$ cat src/pirdr_pkg.sv
`timescale 1ns / 1ps

package pirdr_pkg;

    // Byte store geometry: eight byte-wide banks, one byte lane each.
    localparam int STORE_BYTES = 4096;
    localparam int NUM_BANKS   = 8;
    localparam int BANK_DEPTH  = STORE_BYTES / NUM_BANKS;
    localparam int ROW_W       = $clog2(BANK_DEPTH);
    // Internal byte address width, wide enough for any store size and offset.
    localparam int ADDR_W      = 21;

    // Field widths.
    localparam int IDX_W   = 15;
    localparam int BADDR_W = 12;
    localparam int VALUE_W = 64;

    // Configuration register indexes.
    typedef enum logic [0:0] {
        CFG_WIDTH_CODE  = 1'b0,
        CFG_BASE_OFFSET = 1'b1
    } t_cfg_index;

    // Element width codes.
    typedef enum logic [3:0] {
        W1  = 4'd0,
        W2  = 4'd1,
        W4  = 4'd2,
        W8  = 4'd3,
        W12 = 4'd4,
        W16 = 4'd5,
        W20 = 4'd6,
        W24 = 4'd7,
        W28 = 4'd8,
        W32 = 4'd9,
        W40 = 4'd10,
        W48 = 4'd11,
        W56 = 4'd12,
        W64 = 4'd13
    } t_width_code;

    // Control word that travels with a read through the memory stage.
    typedef struct packed {
        logic        rd;
        logic        oor;
        logic [3:0]  wcode;
        logic [2:0]  lo;
        logic [2:0]  idx_lo;
    } t_rd_ctl;

    // Bits per element; zero for unsupported codes.
    function automatic logic [6:0] width_bits(input logic [3:0] code);
        logic [6:0] w;
        unique case (code)
            W1:      w = 7'd1;
            W2:      w = 7'd2;
            W4:      w = 7'd4;
            W8:      w = 7'd8;
            W12:     w = 7'd12;
            W16:     w = 7'd16;
            W20:     w = 7'd20;
            W24:     w = 7'd24;
            W28:     w = 7'd28;
            W32:     w = 7'd32;
            W40:     w = 7'd40;
            W48:     w = 7'd48;
            W56:     w = 7'd56;
            W64:     w = 7'd64;
            default: w = 7'd0;
        endcase
        return w;
    endfunction

    // Bytes touched by one access of the given width.
    function automatic logic [3:0] access_bytes(input logic [6:0] w);
        logic [3:0] n;
        if (w <= 7'd8) begin
            n = 4'd1;
        end else if (w <= 7'd16) begin
            n = 4'd2;
        end else if (w <= 7'd32) begin
            n = 4'd4;
        end else begin
            n = 4'd8;
        end
        return n;
    endfunction

endpackage

$ cat src/pirdr_unpack.sv
`timescale 1ns / 1ps

module pirdr_unpack
    import pirdr_pkg::*;
(
    input  logic [7:0]         i_bank [NUM_BANKS],
    input  t_rd_ctl            i_ctl,
    output logic [VALUE_W-1:0] o_value,
    output logic               o_oor
);

    logic [VALUE_W-1:0] win;
    logic [VALUE_W-1:0] val;
    logic [7:0]         b0;
    logic [2:0]         nib;
    logic [2:0]         sel;

    // Rotate the bank lanes so the start byte lands on the top of the window.
    always_comb begin
        win = '0;
        for (int k = 0; k < NUM_BANKS; k++) begin
            sel = i_ctl.lo + 3'(k);
            win[VALUE_W-1-8*k -: 8] = i_bank[sel];
        end
    end

    assign b0  = win[63:56];
    assign nib = i_ctl.idx_lo[0] ? 3'd0 : 3'd4;

    // Shift and mask by element width; even indices take the upper nibble.
    always_comb begin
        val = '0;
        case (i_ctl.wcode)
            W1:  val = VALUE_W'(b0[~i_ctl.idx_lo]);
            W2:  val = VALUE_W'(2'(b0 >> {~i_ctl.idx_lo[1:0], 1'b0}));
            W4:  val = VALUE_W'(4'(b0 >> nib));
            W8:  val = VALUE_W'(b0);
            W12: val = VALUE_W'(12'(win[63:48] >> nib));
            W16: val = VALUE_W'(win[63:48]);
            W20: val = VALUE_W'(20'(win[63:40] >> nib));
            W24: val = VALUE_W'(win[63:40]);
            W28: val = VALUE_W'(28'(win[63:32] >> nib));
            W32: val = VALUE_W'(win[63:32]);
            W40: val = VALUE_W'(win[63:24]);
            W48: val = VALUE_W'(win[63:16]);
            W56: val = VALUE_W'(win[63:8]);
            W64: val = win;
            default: val = '0;
        endcase
    end

    assign o_value = (i_ctl.rd && !i_ctl.oor) ? val : '0;
    assign o_oor   = i_ctl.rd && i_ctl.oor;

endmodule

$ cat config.mk
export PLATFORM = sky130hd
export DESIGN_NAME = pirdr_unpack
export DESIGN_NICKNAME = d
export VERILOG_FILES = /design/src/pirdr_pkg.sv /design/src/pirdr_unpack.sv
export SDC_FILE = /design/constraint.sdc
export NUM_CORES = 1
export LEC_CHECK = 0
export ABC_AREA = 1
export BUFFER_PORTS_ARGS = -buffer_cell sky130_fd_sc_hd__clkbuf_2
export CORE_MARGIN = 5
export CORE_UTILIZATION = 50
export DETAILED_ROUTE_END_ITERATION = 6
export PLACE_DENSITY = 0.83
export SLEW_MARGIN = 5
export SYNTH_ARGS = -nofsm -noshare
export SYNTH_HDL_FRONTEND = slang
export SYNTH_SLANG_ARGS = --single-unit
$ cat constraint.sdc
create_clock -name vclk -period 4.7
set_clock_uncertainty 0.2 [all_clocks]
set_input_delay 0.94 -clock vclk [all_inputs]
set_output_delay 0.94 -clock vclk [all_outputs]
set_load 0.005 [all_outputs]
==> reports/qor.csv <==
stage;metric;value;unit
status;status;complete, but fails checks;
status;failing checks;design-rule violations;
power;Internal;225.5;uW
grt;vias in the first global route;8063;
worst_setup_path;crit path buf inv count;4;
sta;max-slew violations;0;
sta;final setup TNS;0;ps
final_layout;number of diodes;0;
floorplanning;CORE AREA;10750;um^2
floorplanning;row cnt;38;
synth;Post-Syn Area;5433;um^2
floorplanning;Die ar.;13050;um^2
grt;Tot GR Track Use;32.63;%
worst_setup_path;critical path class;in2out;
synth;Avg Inst Size Synth;4.643;um^2
grt;grt ovf;0;
power;share of power burned in registers;0;%
grt;largest net degree at the start of global routing;52;
sta;Tightest Pin Transition;819.8;ps
synth;area share of the largest cell type after synthesis;31.64;%
clocking;Post-CTS Setup Repair Bufs;0;
placement;routability cong.;1.087;
placement;dpl hpwl;16.82;mm
clocking;post_cts resized;0;
worst_setup_path;kind of end point of the critical path;output port;
synth;top-count cell post-synth;nand2_1;
power;Clk pwr share;0;%
flow_run;maxcap violations;0;
synth;synth top area cells;nand2_1 (32%), nand3_1 (24%), nor2_1 (6.8%);
sta;Setup Viol. Count Final;0;
synth;register area share after synthesis;0;%
power;Lkg Pwr;0.003159;uW
power;P per Cell Area;122.8;nW/um^2
min_path;hold_sp;i_ctl[11];
drt;DR vias;8793;
drt;routed len/inst;15.95;um
synth;top post-synthesis cells by count;nand2_1 (458), nand3_1 (258), nor2_1 (99);
floorplanning;die width;114.2;um
placement;IO Port Bufs;141;
worst_setup_path;cell family with most CP delay;simple AND/OR/NAND/NOR gates;
drt;Pre-antenna DRT Iters;7;
worst_setup_path;Worst path max stage delay;430;ps
power;share of power burned in combinational logic;100.0;%
synth;library cells used by synthesis;37;
final_layout;fraction of layout cells with a size suffix above 1;15.93;%
power;maximum vdd drop;0.08559;mV
worst_setup_path;critical path cell sequence;clkbuf_2 -> inv_1 -> buf_4 -> nand2_1 -> o21ai_0 -> nand2_1 -> nand3_1 -> nand2_1 -> nand2_1 -> nand2_1 -> nand2_1 -> nand3_1 -> nor3_1 -> nor2_1 -> clkbuf_2;
synth;YS warnings;0;
worst_setup_path;Slowest cell on crit path;buf_4;
worst_setup_path;most numerous cell on the critical path;nand2_1;
sta;Final Cycle Share;92.98;%
floorplanning;# IOs;141;
final_layout;Area Overhead vs Synth;12.83;%
sta;RSZ-0062 raised after global routing;no;
min_path;WHS Path Cells;4;
drt;Via density;6.272;
final_layout;nets@finish;1342;
final_layout;num sequential;0;
worst_setup_path;Worst setup SP type;primary input;
final_layout;sequential standard cell area;0;um^2
min_path;Worst Hold Path EP;o_oor;
drt;Final ANT Viol Nets;0;
synth;Synth Instances;1170;
power;net switching power;527.3;uW
sta;Final Hold Viols;0;
clocking;hold_buf cts;0;
worst_setup_path;Crit Path Max Fanout;51;
sta;Rel. slew slack;45.01;%
sta;fmax;228.8;MHz
final_layout;clock buffers;0;
grt;global-route wire length before repair;36.11;mm
sta;min Tclk post-route;4370;ps
worst_setup_path;CP arrival;3230;ps
sta;hold_ws;1945;ps
grt;initial antenna violation count;0;
min_path;Hold/Removal Path Class;in2out;
final_layout;# fillers;1191;
power;Switching Fraction;70.05;%
floorplanning;starting density of the core;50.56;%
drt;DRC violations left;5;
worst_setup_path;CP required;3560;ps
drt;DRT Wirelength;22.37;mm
synth;area leader, netlist;nand2_1;
synth;Syn Nets;1248;
drt;DRT iter0 DRCs;1182;
floorplanning;die height;114.2;um
==> worst max-delay path by stage <==
stage | slack, ps | startpoint | endpoint | depth (start not counted)
detailed placement | 490 | i_ctl[4] | o_value[4] | 12
floorplan | 720 | i_ctl[4] | o_value[4] | 15
global placement | 480 | i_ctl[4] | o_value[2] | 11
CTS | 470 | i_ctl[3] | o_value[9] | 15
finish | 330 | i_ctl[3] | o_value[9] | 15
global route | 90 | i_ctl[4] | o_value[2] | 11
==> placed cells by master (no fill, tap or decap), types with 18 or more instances in the layout <==
cell type  netlist  final
a21oi_1         36     36
and2_1          20     20
nand3_1        258    258
nor2_1          99     96
nand2_1        458    458
o22ai_1         18     18
buf_4           11     26
o21ai_0         47     47
inv_1           49     49
clkbuf_2         0    141
==> routing by layer <==
metal	part of all wire, %	vias up	global-route usage [%]
met5	0	-	0
met2	47	675	56.09
li1	-	4109	-
met4	7.6	0	22.64
met1	33	3815	37.64
met3	11	194	3.594
==> metrics by stage <==
stage / instances / util (%) / setup WS, ps / power (uW) / area [um^2]
floorplan: 1170 / - / 723.0 / 524.2 / 5433
detailed placement: 1402 / 57.04 / 486.3 / 722.4 / 6130
global placement: 1402 / 57.04 / 484.6 / 709.0 / 6130
CTS: 1402 / 57.04 / 472.2 / 724.8 / 6130
finish: 1402 / 57.04 / 329.8 / 752.8 / 6130
global route: 1402 / 57.04 / 91.12 / 826.6 / 6130
==> worst min-delay path: cells and delay by family <==
| family | cells | cell delay (ps) |
|---|---|---|
| buf+inv | 3 | 220 |
| simple gates | 1 | 50 |
==> layout make-up <==
cell class         count  area (um^2)  area share, %
repair buffers       167        900.9          14.70
multi-input cells   1034         4825          78.71
inverters             61        229.0          3.735
well taps            140        175.2          2.858
==> kinds of logic after synthesis <==
kind of cell	Yosys count	synth area share (%)
xor+xnor	4	1.612
buf+inv	136	11.33
compound gates	156	17.57
fa+ha+maj	2	0.4605
simple gates	872	69.02
==> power by group through the flow <==
stage	Clock, uW	Combinational (uW)	Sequential (uW)
finish	0	753	0
global route	0	827	0
CTS	0	725	0
detailed placement	0	722	0
global placement	0	709	0
floorplan	0	524	0
No activity file was read; power rests on OpenSTA's default activity.
