[src/pirdr_pkg.sv]
`timescale 1ns / 1ps

package pirdr_pkg;

    // Byte store geometry: eight byte-wide banks, one byte lane each.
    localparam int STORE_BYTES = 4096;
    localparam int NUM_BANKS   = 8;
    localparam int BANK_DEPTH  = STORE_BYTES / NUM_BANKS;
    localparam int ROW_W       = $clog2(BANK_DEPTH);
    // Internal byte address width, wide enough for any store size and offset.
    localparam int ADDR_W      = 21;

    // Field widths.
    localparam int IDX_W   = 15;
    localparam int BADDR_W = 12;
    localparam int VALUE_W = 64;

    // Configuration register indexes.
    typedef enum logic [0:0] {
        CFG_WIDTH_CODE  = 1'b0,
        CFG_BASE_OFFSET = 1'b1
    } t_cfg_index;

    // Element width codes.
    typedef enum logic [3:0] {
        W1  = 4'd0,
        W2  = 4'd1,
        W4  = 4'd2,
        W8  = 4'd3,
        W12 = 4'd4,
        W16 = 4'd5,
        W20 = 4'd6,
        W24 = 4'd7,
        W28 = 4'd8,
        W32 = 4'd9,
        W40 = 4'd10,
        W48 = 4'd11,
        W56 = 4'd12,
        W64 = 4'd13
    } t_width_code;

    // Control word that travels with a read through the memory stage.
    typedef struct packed {
        logic        rd;
        logic        oor;
        logic [3:0]  wcode;
        logic [2:0]  lo;
        logic [2:0]  idx_lo;
    } t_rd_ctl;

    // Bits per element; zero for unsupported codes.
    function automatic logic [6:0] width_bits(input logic [3:0] code);
        logic [6:0] w;
        unique case (code)
            W1:      w = 7'd1;
            W2:      w = 7'd2;
            W4:      w = 7'd4;
            W8:      w = 7'd8;
            W12:     w = 7'd12;
            W16:     w = 7'd16;
            W20:     w = 7'd20;
            W24:     w = 7'd24;
            W28:     w = 7'd28;
            W32:     w = 7'd32;
            W40:     w = 7'd40;
            W48:     w = 7'd48;
            W56:     w = 7'd56;
            W64:     w = 7'd64;
            default: w = 7'd0;
        endcase
        return w;
    endfunction

    // Bytes touched by one access of the given width.
    function automatic logic [3:0] access_bytes(input logic [6:0] w);
        logic [3:0] n;
        if (w <= 7'd8) begin
            n = 4'd1;
        end else if (w <= 7'd16) begin
            n = 4'd2;
        end else if (w <= 7'd32) begin
            n = 4'd4;
        end else begin
            n = 4'd8;
        end
        return n;
    endfunction

endpackage

[src/pirdr_addr.sv]
`timescale 1ns / 1ps

module pirdr_addr
    import pirdr_pkg::*;
(
    input  logic [IDX_W-1:0]   i_idx,
    input  logic [3:0]         i_wcode,
    input  logic [BADDR_W-1:0] i_base,
    output logic [ROW_W-1:0]   o_row [NUM_BANKS],
    output logic [2:0]         o_lo,
    output logic               o_oor
);

    logic [6:0]        w;
    logic [3:0]        nbytes;
    logic [IDX_W+6:0]  prod;
    logic [ADDR_W-1:0] addr;
    logic [ADDR_W-1:0] last;
    logic [ROW_W-1:0]  row;
    logic [ROW_W-1:0]  row_next;

    // Start byte of the element: base plus the bit offset divided by eight.
    always_comb begin
        w      = width_bits(i_wcode);
        nbytes = access_bytes(w);
        prod   = (IDX_W + 7)'(i_idx) * (IDX_W + 7)'(w);
        addr   = ADDR_W'(i_base) + ADDR_W'(prod[IDX_W+6:3]);
        last   = addr + ADDR_W'(nbytes);
        o_oor  = (w != 7'd0) && (last > ADDR_W'(STORE_BYTES));
        o_lo   = addr[2:0];
    end

    // Banks below the start lane hold the wrapped bytes on the next row.
    assign row      = addr[ROW_W+2:3];
    assign row_next = row + ROW_W'(1);

    always_comb begin
        for (int b = 0; b < NUM_BANKS; b++) begin
            o_row[b] = (3'(b) < addr[2:0]) ? row_next : row;
        end
    end

endmodule

[config.mk]
export PLATFORM = sky130hd
export DESIGN_NAME = pirdr_addr
export DESIGN_NICKNAME = d
export VERILOG_FILES = /design/src/pirdr_pkg.sv /design/src/pirdr_addr.sv
export SDC_FILE = /design/constraint.sdc
export NUM_CORES = 1
export LEC_CHECK = 0
export ABC_AREA = 1
export BUFFER_PORTS_ARGS = -buffer_cell sky130_fd_sc_hd__buf_4
export CORE_MARGIN = 10
export CORE_UTILIZATION = 45
export DETAILED_ROUTE_END_ITERATION = 8
export GPL_TIMING_DRIVEN = 0
export PLACE_DENSITY = 0.67
export SLEW_MARGIN = 20
export SYNTH_ARGS = -nofsm -noshare
export SYNTH_HDL_FRONTEND = slang
export SYNTH_SLANG_ARGS = --single-unit
export TNS_END_PERCENT = 20
[constraint.sdc]
create_clock -name vclk -period 10.35
set_input_delay 2.07 -clock vclk [all_inputs]
set_output_delay 2.07 -clock vclk [all_outputs]
set_load 0.03 [all_outputs]
==> run metrics, run 1 <==
outcome=complete, but fails checks; failing checks=negative setup slack; Least-Margin Pin Slew=0.534 ns; Layout area overhead=36.5%; clk_buf instances=0; Crit. End Element=primary output; Critical path origin=i_wcode[0]; largest net degree at the start of global routing=12; wire per inst=around 14 um; Crit path largest cell delay=approximately 0.57 ns; synth cell count leaders=nand2_1 (242), inv_1 (169), nor2_1 (124); Syn Area/Cell=approximately 6.2 um2; DRC=0; total gr overflow=0; final core utilization=a little over three fifths; Pre-antenna DRT Iters=7; max_slew headroom=between 60% and 70%; row count=around 40; Die Wd=135 um; Antenna Violating Nets Remaining=0; Final period util=101%; gr usage total=between 10% and 20%; I/O pins=roughly 110; most common cell in the synthesized netlist=nand2_1; vias=6453; yosys warns=0; Tmin final=~10 ns; sequential cell count=0; global-route wire length before repair=a little over 30000 um; fin nets=between 1k and 1.5k; post-synthesis sequential area ratio=0%; Fin. Hold Viols=0; Antenna Cells=0; Hold Crit Class=input pin to primary output; syn nets=1111; Initial Utilization=a little under half; Max Freq=96.1 MHz; die height=around 130 um; share of cells above drive strength 1=~32%; vias in the first global route=about 6.4k; I/O Buffers=107; Mapped Cells=953; initial drt markers=~390; sequential cell area=0 um2; synth unique cells=40; crit path max-delay cell type=fa_1; Post-Syn Area=5920 um2; setup slack after layout=-0.0599 ns; worst setup path endpoint=o_oor; Die ar.=18100 um2; routability cong.=roughly 0.88; Yosys top cell area share=around 22%; initial antenna violation count=0; final setup vio count=1; CP required=around 8.3 ns; area leader, netlist=fa_1; Detailed Place HPWL=approximately 15000 um; Via density=5.05; core area=approximately 13000 um2; FILL cells=between 1k and 1.5k; startpoint types=input pin; max-cap violations=0; critical path data arrival time=8.34 ns; unrepaired setup endpoints after global routing=yes; final WL=18200 um; max-slew violations=0; Max FO, Critical Path=10; Worst Setup Path Type=input pin to primary output; Synth area leaders=fa_1 (22%), nand2_1 (15%), ha_1 (13%)
==> what timing repair did <==
action | in CTS | in global routing
endpoints found under the setup margin | 57 | 46
pin swaps | 74 | 26
setup buffers | 41 | 6
hold buffers | 0 | 0
gates resized for setup | 126 | 65
gates cloned | 1 | 0
==> layout by cell type, fill, tap and decap left out, types with 4 or more instances in the layout <==
cell	synthesis	layout
inv_2	9	18
xnor2_1	8	7
a21oi_1	26	18
inv_1	169	156
xor2_2	1	4
nor2_1	124	95
ha_1	61	47
nand2_4	6	14
nor2_4	3	11
ha_4	0	12
buf_4	1	144
clkbuf_1	11	4
fa_2	0	4
nand3_1	38	34
fa_1	66	62
buf_6	0	10
o21ai_0	67	44
nand2_1	242	221
xor2_1	22	15
xor2_4	0	4
a21oi_2	3	6
nor2_2	14	35
nand3_2	11	14
nand4_1	8	8
o21ai_1	5	22
o21ai_2	0	6
clkbuf_8	0	5
a21oi_4	0	5
nand2_2	25	37
==> worst min-delay path by stage <==
stage | to | from | slack [ns] | cells past startpoint
2_1_floorplan | o_lo[0] | i_base[0] | 4.47 | 1
3_3_place_gp | o_lo[0] | i_base[0] | 4.68 | 3
3_5_place_dp | o_lo[0] | i_base[0] | 4.67 | 3
4_1_cts | o_lo[0] | i_base[0] | 4.67 | 3
5_1_grt | o_lo[0] | i_base[0] | 4.69 | 3
6_report | o_lo[0] | i_base[0] | 4.67 | 3
==> metal layers <==
metal	part of all wire [%]	GRT usage, %	vias up
met5	0	0	-
met4	1.2	1.87	0
met3	5.8	2.67	16
met2	48	33.6	144
met1	45	25.9	3046
li1	-	-	3247
==> worst max-delay path, delay by kind of cell <==
kind / cells / cell delay, ns
adders and majority gates: 8 / 2.60
xor gates and xnor gates: 1 / 0.19
AOI/OAI and AO/OA: 2 / 0.32
and+or+nand+nor: 21 / 2.42
buffers and inverters: 6 / 0.75
==> metrics by stage <==
stage | hold slack, ns | worst slack, ns | cell area [um2] | setup TNS (ns) | instances
floorplan | 4.47 | -0.220 | 5940 | -3.34 | 953
global placement | 4.68 | -1.31 | 6960 | -42.32 | 1232
detailed placement | 4.67 | -1.33 | 6960 | -44.65 | 1232
CTS | 4.67 | 0.0000258 | 7820 | 0 | 1273
global route | 4.69 | -0.503 | 8080 | -6.08 | 1279
finish | 4.67 | -0.0599 | 8080 | -0.0599 | 1279
==> kinds of logic after synthesis <==
group | share of synthesized area (%)
and+or+nand+nor | 37.2
buffers and inverters | 12.4
adders and majority gates | 35.2
AOI/OAI and AO/OA | 10.4
xor gates and xnor gates | 4.71
==> layout make-up <==
| cell class | count | area, um2 | share of cell area [%] |
|---|---|---|---|
| buffer | 13 | 106 | 1.32 |
| timing repair buffer | 155 | 1220 | 15.1 |
| inverter | 180 | 694 | 8.59 |
| multi-input combinational | 759 | 5840 | 72.3 |
| tap | 172 | 215 | 2.66 |
Power of run 1 is not shown: default switching activity piles up to over one toggle a cycle in this logic, so the estimate is an artifact.
==> run 2, diff against run 1 <==
--- a/config.mk
+++ b/config.mk
@@ -12,6 +12,7 @@
 export DETAILED_ROUTE_END_ITERATION = 8
 export GPL_TIMING_DRIVEN = 0
 export PLACE_DENSITY = 0.67
+export REMOVE_ABC_BUFFERS = 1
 export SLEW_MARGIN = 20
 export SYNTH_ARGS = -nofsm -noshare
 export SYNTH_HDL_FRONTEND = slang
==> run 2 against run 1 <==
The flow still finishes with violations (negative setup slack). Via count increased by 3.7%. Hold slack got worse by 0.038 ns. Maximum frequency is 0.31% lower. Cell count grew 1.6%. Core utilization increased by 4.6 points. Sequential share of layout area did not move. First-iteration DRC count is 1.6% higher. Count of clock-buffer cells in the layout stayed put. Critical path type unchanged. Largest cell class unchanged. Highest routed layer unchanged.
==> run metrics, run 2 (synthesized netlist as in run 1, its figures left out) <==
most common cell after layout, fill and taps aside=nand2_1; max-cap violations=0; # hold bufs at CTS=0; Detailed Place HPWL=13900 um; share of cells above drive strength 1=approximately 38%; max-slew violations=0; wire per inst=15.1 um; crit path max-delay cell type=fa_1; Pre-antenna DRT Iters=5; die height=135 um; Die Wd=between 100 and 150 um; vias=approximately 6.7k; Fin. Hold Viols=0; max_slew headroom=around 43%; core area=~13000 um2; I/O Buffers=roughly 110; met3 WL=1210 um; gr usage total=a little under a fifth; Die ar.=roughly 18000 um2; failing checks=negative setup slack; Final period util=101%; crit path buf inv count=10; area of the multi-input gates=between 6000 and 7000 um2; total gr overflow=0; largest net degree at the start of global routing=14; final instance area=8670 um2; Worst Setup Path Type=input pin to primary output; Crit. End Element=primary output; Antenna Violating Nets Remaining=0; setup slack after layout=-0.0921 ns; clk_buf instances=0; DR top layer=met4; Area after DPL=6890 um2; unrepaired setup endpoints after global routing=yes; startpoint types=input pin; global-route wire length before repair=about 30000 um; most frequent cells in the layout=nand2_1 (206), buf_4 (171), inv_1 (147); Top delay family on crit path=adder cells; Fin Setup TNS=-0.0995 ns; outcome=complete, but fails checks; final setup vio count=3; I/O pins=around 110; sequential cell area=0 um2; final WL=between 15000 and 20000 um; Max Freq=approximately 96 MHz; CP required=8.28 ns; sequential cell count=0; row count=just over 40; DRC=0; fin nets=about 1.3k; critical path data arrival time=8.37 ns; routability cong.=roughly 0.88; Antenna Cells=0; Post-Route M1 WL=8300 um; Hold Crit Class=input pin to primary output; initial drt markers=just under 400; initial antenna violation count=0; Max FO, Critical Path=10; Layout area overhead=46.4%; metal2 WL=a little under 10000 um; FILL cells=1014; CP most frequent cell=nand2_1; Via density=approximately 5; Least-Margin Pin Slew=roughly 0.85 ns; vias in the first global route=~6.2k; Initial Utilization=a little under half; Tmin final=10.44 ns; Crit path largest cell delay=approximately 0.53 ns
## run 2: what timing repair did
action	CTS	global route
cloned	1	0
gates resized for setup	103	180
pin swaps	60	75
endpoints found under the setup margin	64	51
setup buffers	44	37
## run 2: through the flow
step	hold WS (ns)	worst slack, ns	cells	util (%)
4_1_cts	4.64	0.000917	1263	60.0
6_report	4.63	-0.0921	1299	67.9
3_3_place_gp	4.63	-1.66	1218	53.9
5_1_grt	4.66	-0.416	1299	67.9
3_5_place_dp	4.64	-1.66	1218	53.9
2_1_floorplan	4.47	-0.841	939	-
## run 2: path summary, 6_finish.rpt
path                  startpoint  cells after the start       to  slack, ns
worst max-delay path  i_wcode[0]                     43    o_oor      -0.09
worst min-delay path   i_base[0]                      3  o_lo[0]       4.63
## run 2: area by class of cell
type	instances	share of cell area, %
tap	172	2.48
inverter	180	8.34
multi-input combinational	760	71.8
timing repair buffer	187	17.3
## run 2: metal layers
metal / GRT usage [%] / vias up
met2: 32.8 / 199
li1: - / 3295
met5: 0 / -
met4: 1.63 / 0
met1: 25.9 / 3168
met3: 2.56 / 27
## run 2: tightest hold or removal path: cells and delay by family
kind	cells	cell delay, ns
fa+ha+maj	1	0.22
buf+inv	2	0.27
Power of run 2 is left out for the same reason.
==> run 3, diff against run 2 <==
--- a/config.mk
+++ b/config.mk
@@ -11,7 +11,7 @@
 export CORE_UTILIZATION = 45
 export DETAILED_ROUTE_END_ITERATION = 8
 export GPL_TIMING_DRIVEN = 0
-export PLACE_DENSITY = 0.67
+export PLACE_DENSITY_LB_ADDON = 0.08
 export REMOVE_ABC_BUFFERS = 1
 export SLEW_MARGIN = 20
 export SYNTH_ARGS = -nofsm -noshare
==> run 3 against run 2 <==
The run still ends with negative setup slack left. Via count shrank 0.93%. Die area is the same. Flip-flop and latch count is the same. Non-clock buffer count grew 4. Setup slack gained 0.040 ns. Sequential share of layout area is the same. First-iteration DRC count shrank 11%. Count of clock-buffer cells in the layout is the same. Hold slack gained 0.0028 ns. Global-route usage shrank 0.41 points. Critical endpoint unchanged. Largest cell class unchanged.
==> run metrics, run 3 (synthesized netlist as in run 1, its figures left out) <==
crit path max-delay cell type=fa_1; Detailed Place HPWL=about 14000 um; Tmin final=about 10 ns; outcome=complete, but fails checks; max-cap violations=0; total gr overflow=0; fin nets=between 1k and 1.5k; CP required=between 8 and 9 ns; Antenna Cells=0; wire per inst=~15 um; clk_buf instances=0; gr usage total=18.7%; I/O pins=between 100 and 150; Max Freq=96.1 MHz; final WL=around 19000 um; Max FO, Critical Path=4; row count=just over 40; global-route wire length before repair=slightly below 30000 um; Pre-antenna DRT Iters=5; Die Wd=roughly 130 um; vias in the first global route=about 6k; Least-Margin Pin Slew=just under 0.9 ns; Initial Utilization=a little under half; vias=around 6.6k; Worst Setup Path Type=input pin to primary output; Crit path largest cell delay=just under 0.6 ns; Die ar.=between 15000 and 20000 um2; core area=12800 um2; initial antenna violation count=0; unrepaired setup endpoints after global routing=yes; failing checks=negative setup slack; sequential cell count=0; Via density=between 5 and 6; # hold bufs at CTS=0; max-slew violations=0; max_slew headroom=around 40%; I/O Buffers=about 110; startpoint types=input pin; largest net degree at the start of global routing=16; FILL cells=between 1k and 1.5k; initial drt markers=about 350; critical path data arrival time=8.33 ns; final setup vio count=1; final core utilization=67.5%; sequential cell area=0 um2; most common cell after layout, fill and taps aside=nand2_1; die height=between 100 and 150 um; Final period util=101%; Fin. Hold Viols=0; Layout area overhead=45.6%; Crit. End Element=primary output; most frequent cells in the layout=nand2_1 (209), buf_4 (169), inv_1 (141); setup slack after layout=-0.0524 ns; placed cells=around 1.2k; share of cells above drive strength 1=between 30% and 40%; DRC=0; Min Hold Slack=4.64 ns; Hold Crit Class=input pin to primary output; routability cong.=0.847; Finished Layout Cells=between 1k and 1.5k; Antenna Violating Nets Remaining=0
## run 3: changes by cell type in the layout (fill, tap and decap cells not counted), sizes merged
cell	before	now
inv	174	176
o21a	2	1
buf	187	191
clkinv	2	0
## run 3: final cells by class
class / instances / area (um2) / share of cell area (%)
repair buffers: 191 / 1570 / 18.2
multi-input cells: 759 / 6120 / 71.1
inverters: 180 / 713 / 8.27
well taps: 172 / 215 / 2.50
## run 3: final timing paths
check                 depth (start not counted)        from       to
worst max-delay path                         43  i_wcode[0]    o_oor
worst min-delay path                          3   i_base[0]  o_lo[0]
## run 3: critical path, delay by kind of cell
kind / cells / cell delay [ns]
compound gates: 5 / 0.76
fa+ha+maj: 7 / 2.82
xor+xnor: 1 / 0.18
simple gates: 18 / 1.32
buf+inv: 12 / 1.16
## run 3: repair_timing
action                                  CTS  global route
setup buffers                            29            56
endpoints found under the setup margin   68            52
endpoints found under the hold margin     0             0
gates resized for setup                  82           178
pin swaps                                48            77
## run 3: layer usage
metal / vias up / share of wire (%) / wire length [um] / track usage [%]
li1: 3285 / - / - / -
met1: 3146 / 46 / 8840 / 27.3
met2: 176 / 48 / 9210 / 31.2
met3: 20 / 4.2 / 793 / 0.853
met4: 0 / 0.89 / 169 / 0.967
met5: - / 0 / 0 / 0
## run 3: through the flow
step | TNS [ns] | setup slack, ns | cell area (um2)
global placement | -60.24 | -1.71 | 6880
global route | -4.26 | -0.434 | 8620
detailed placement | -54.58 | -1.75 | 6890
floorplan | -9.90 | -0.841 | 5860
CTS | -0.0818 | -0.0818 | 7510
finish | -0.0524 | -0.0524 | 8620
Power of run 3 is left out for the same reason.
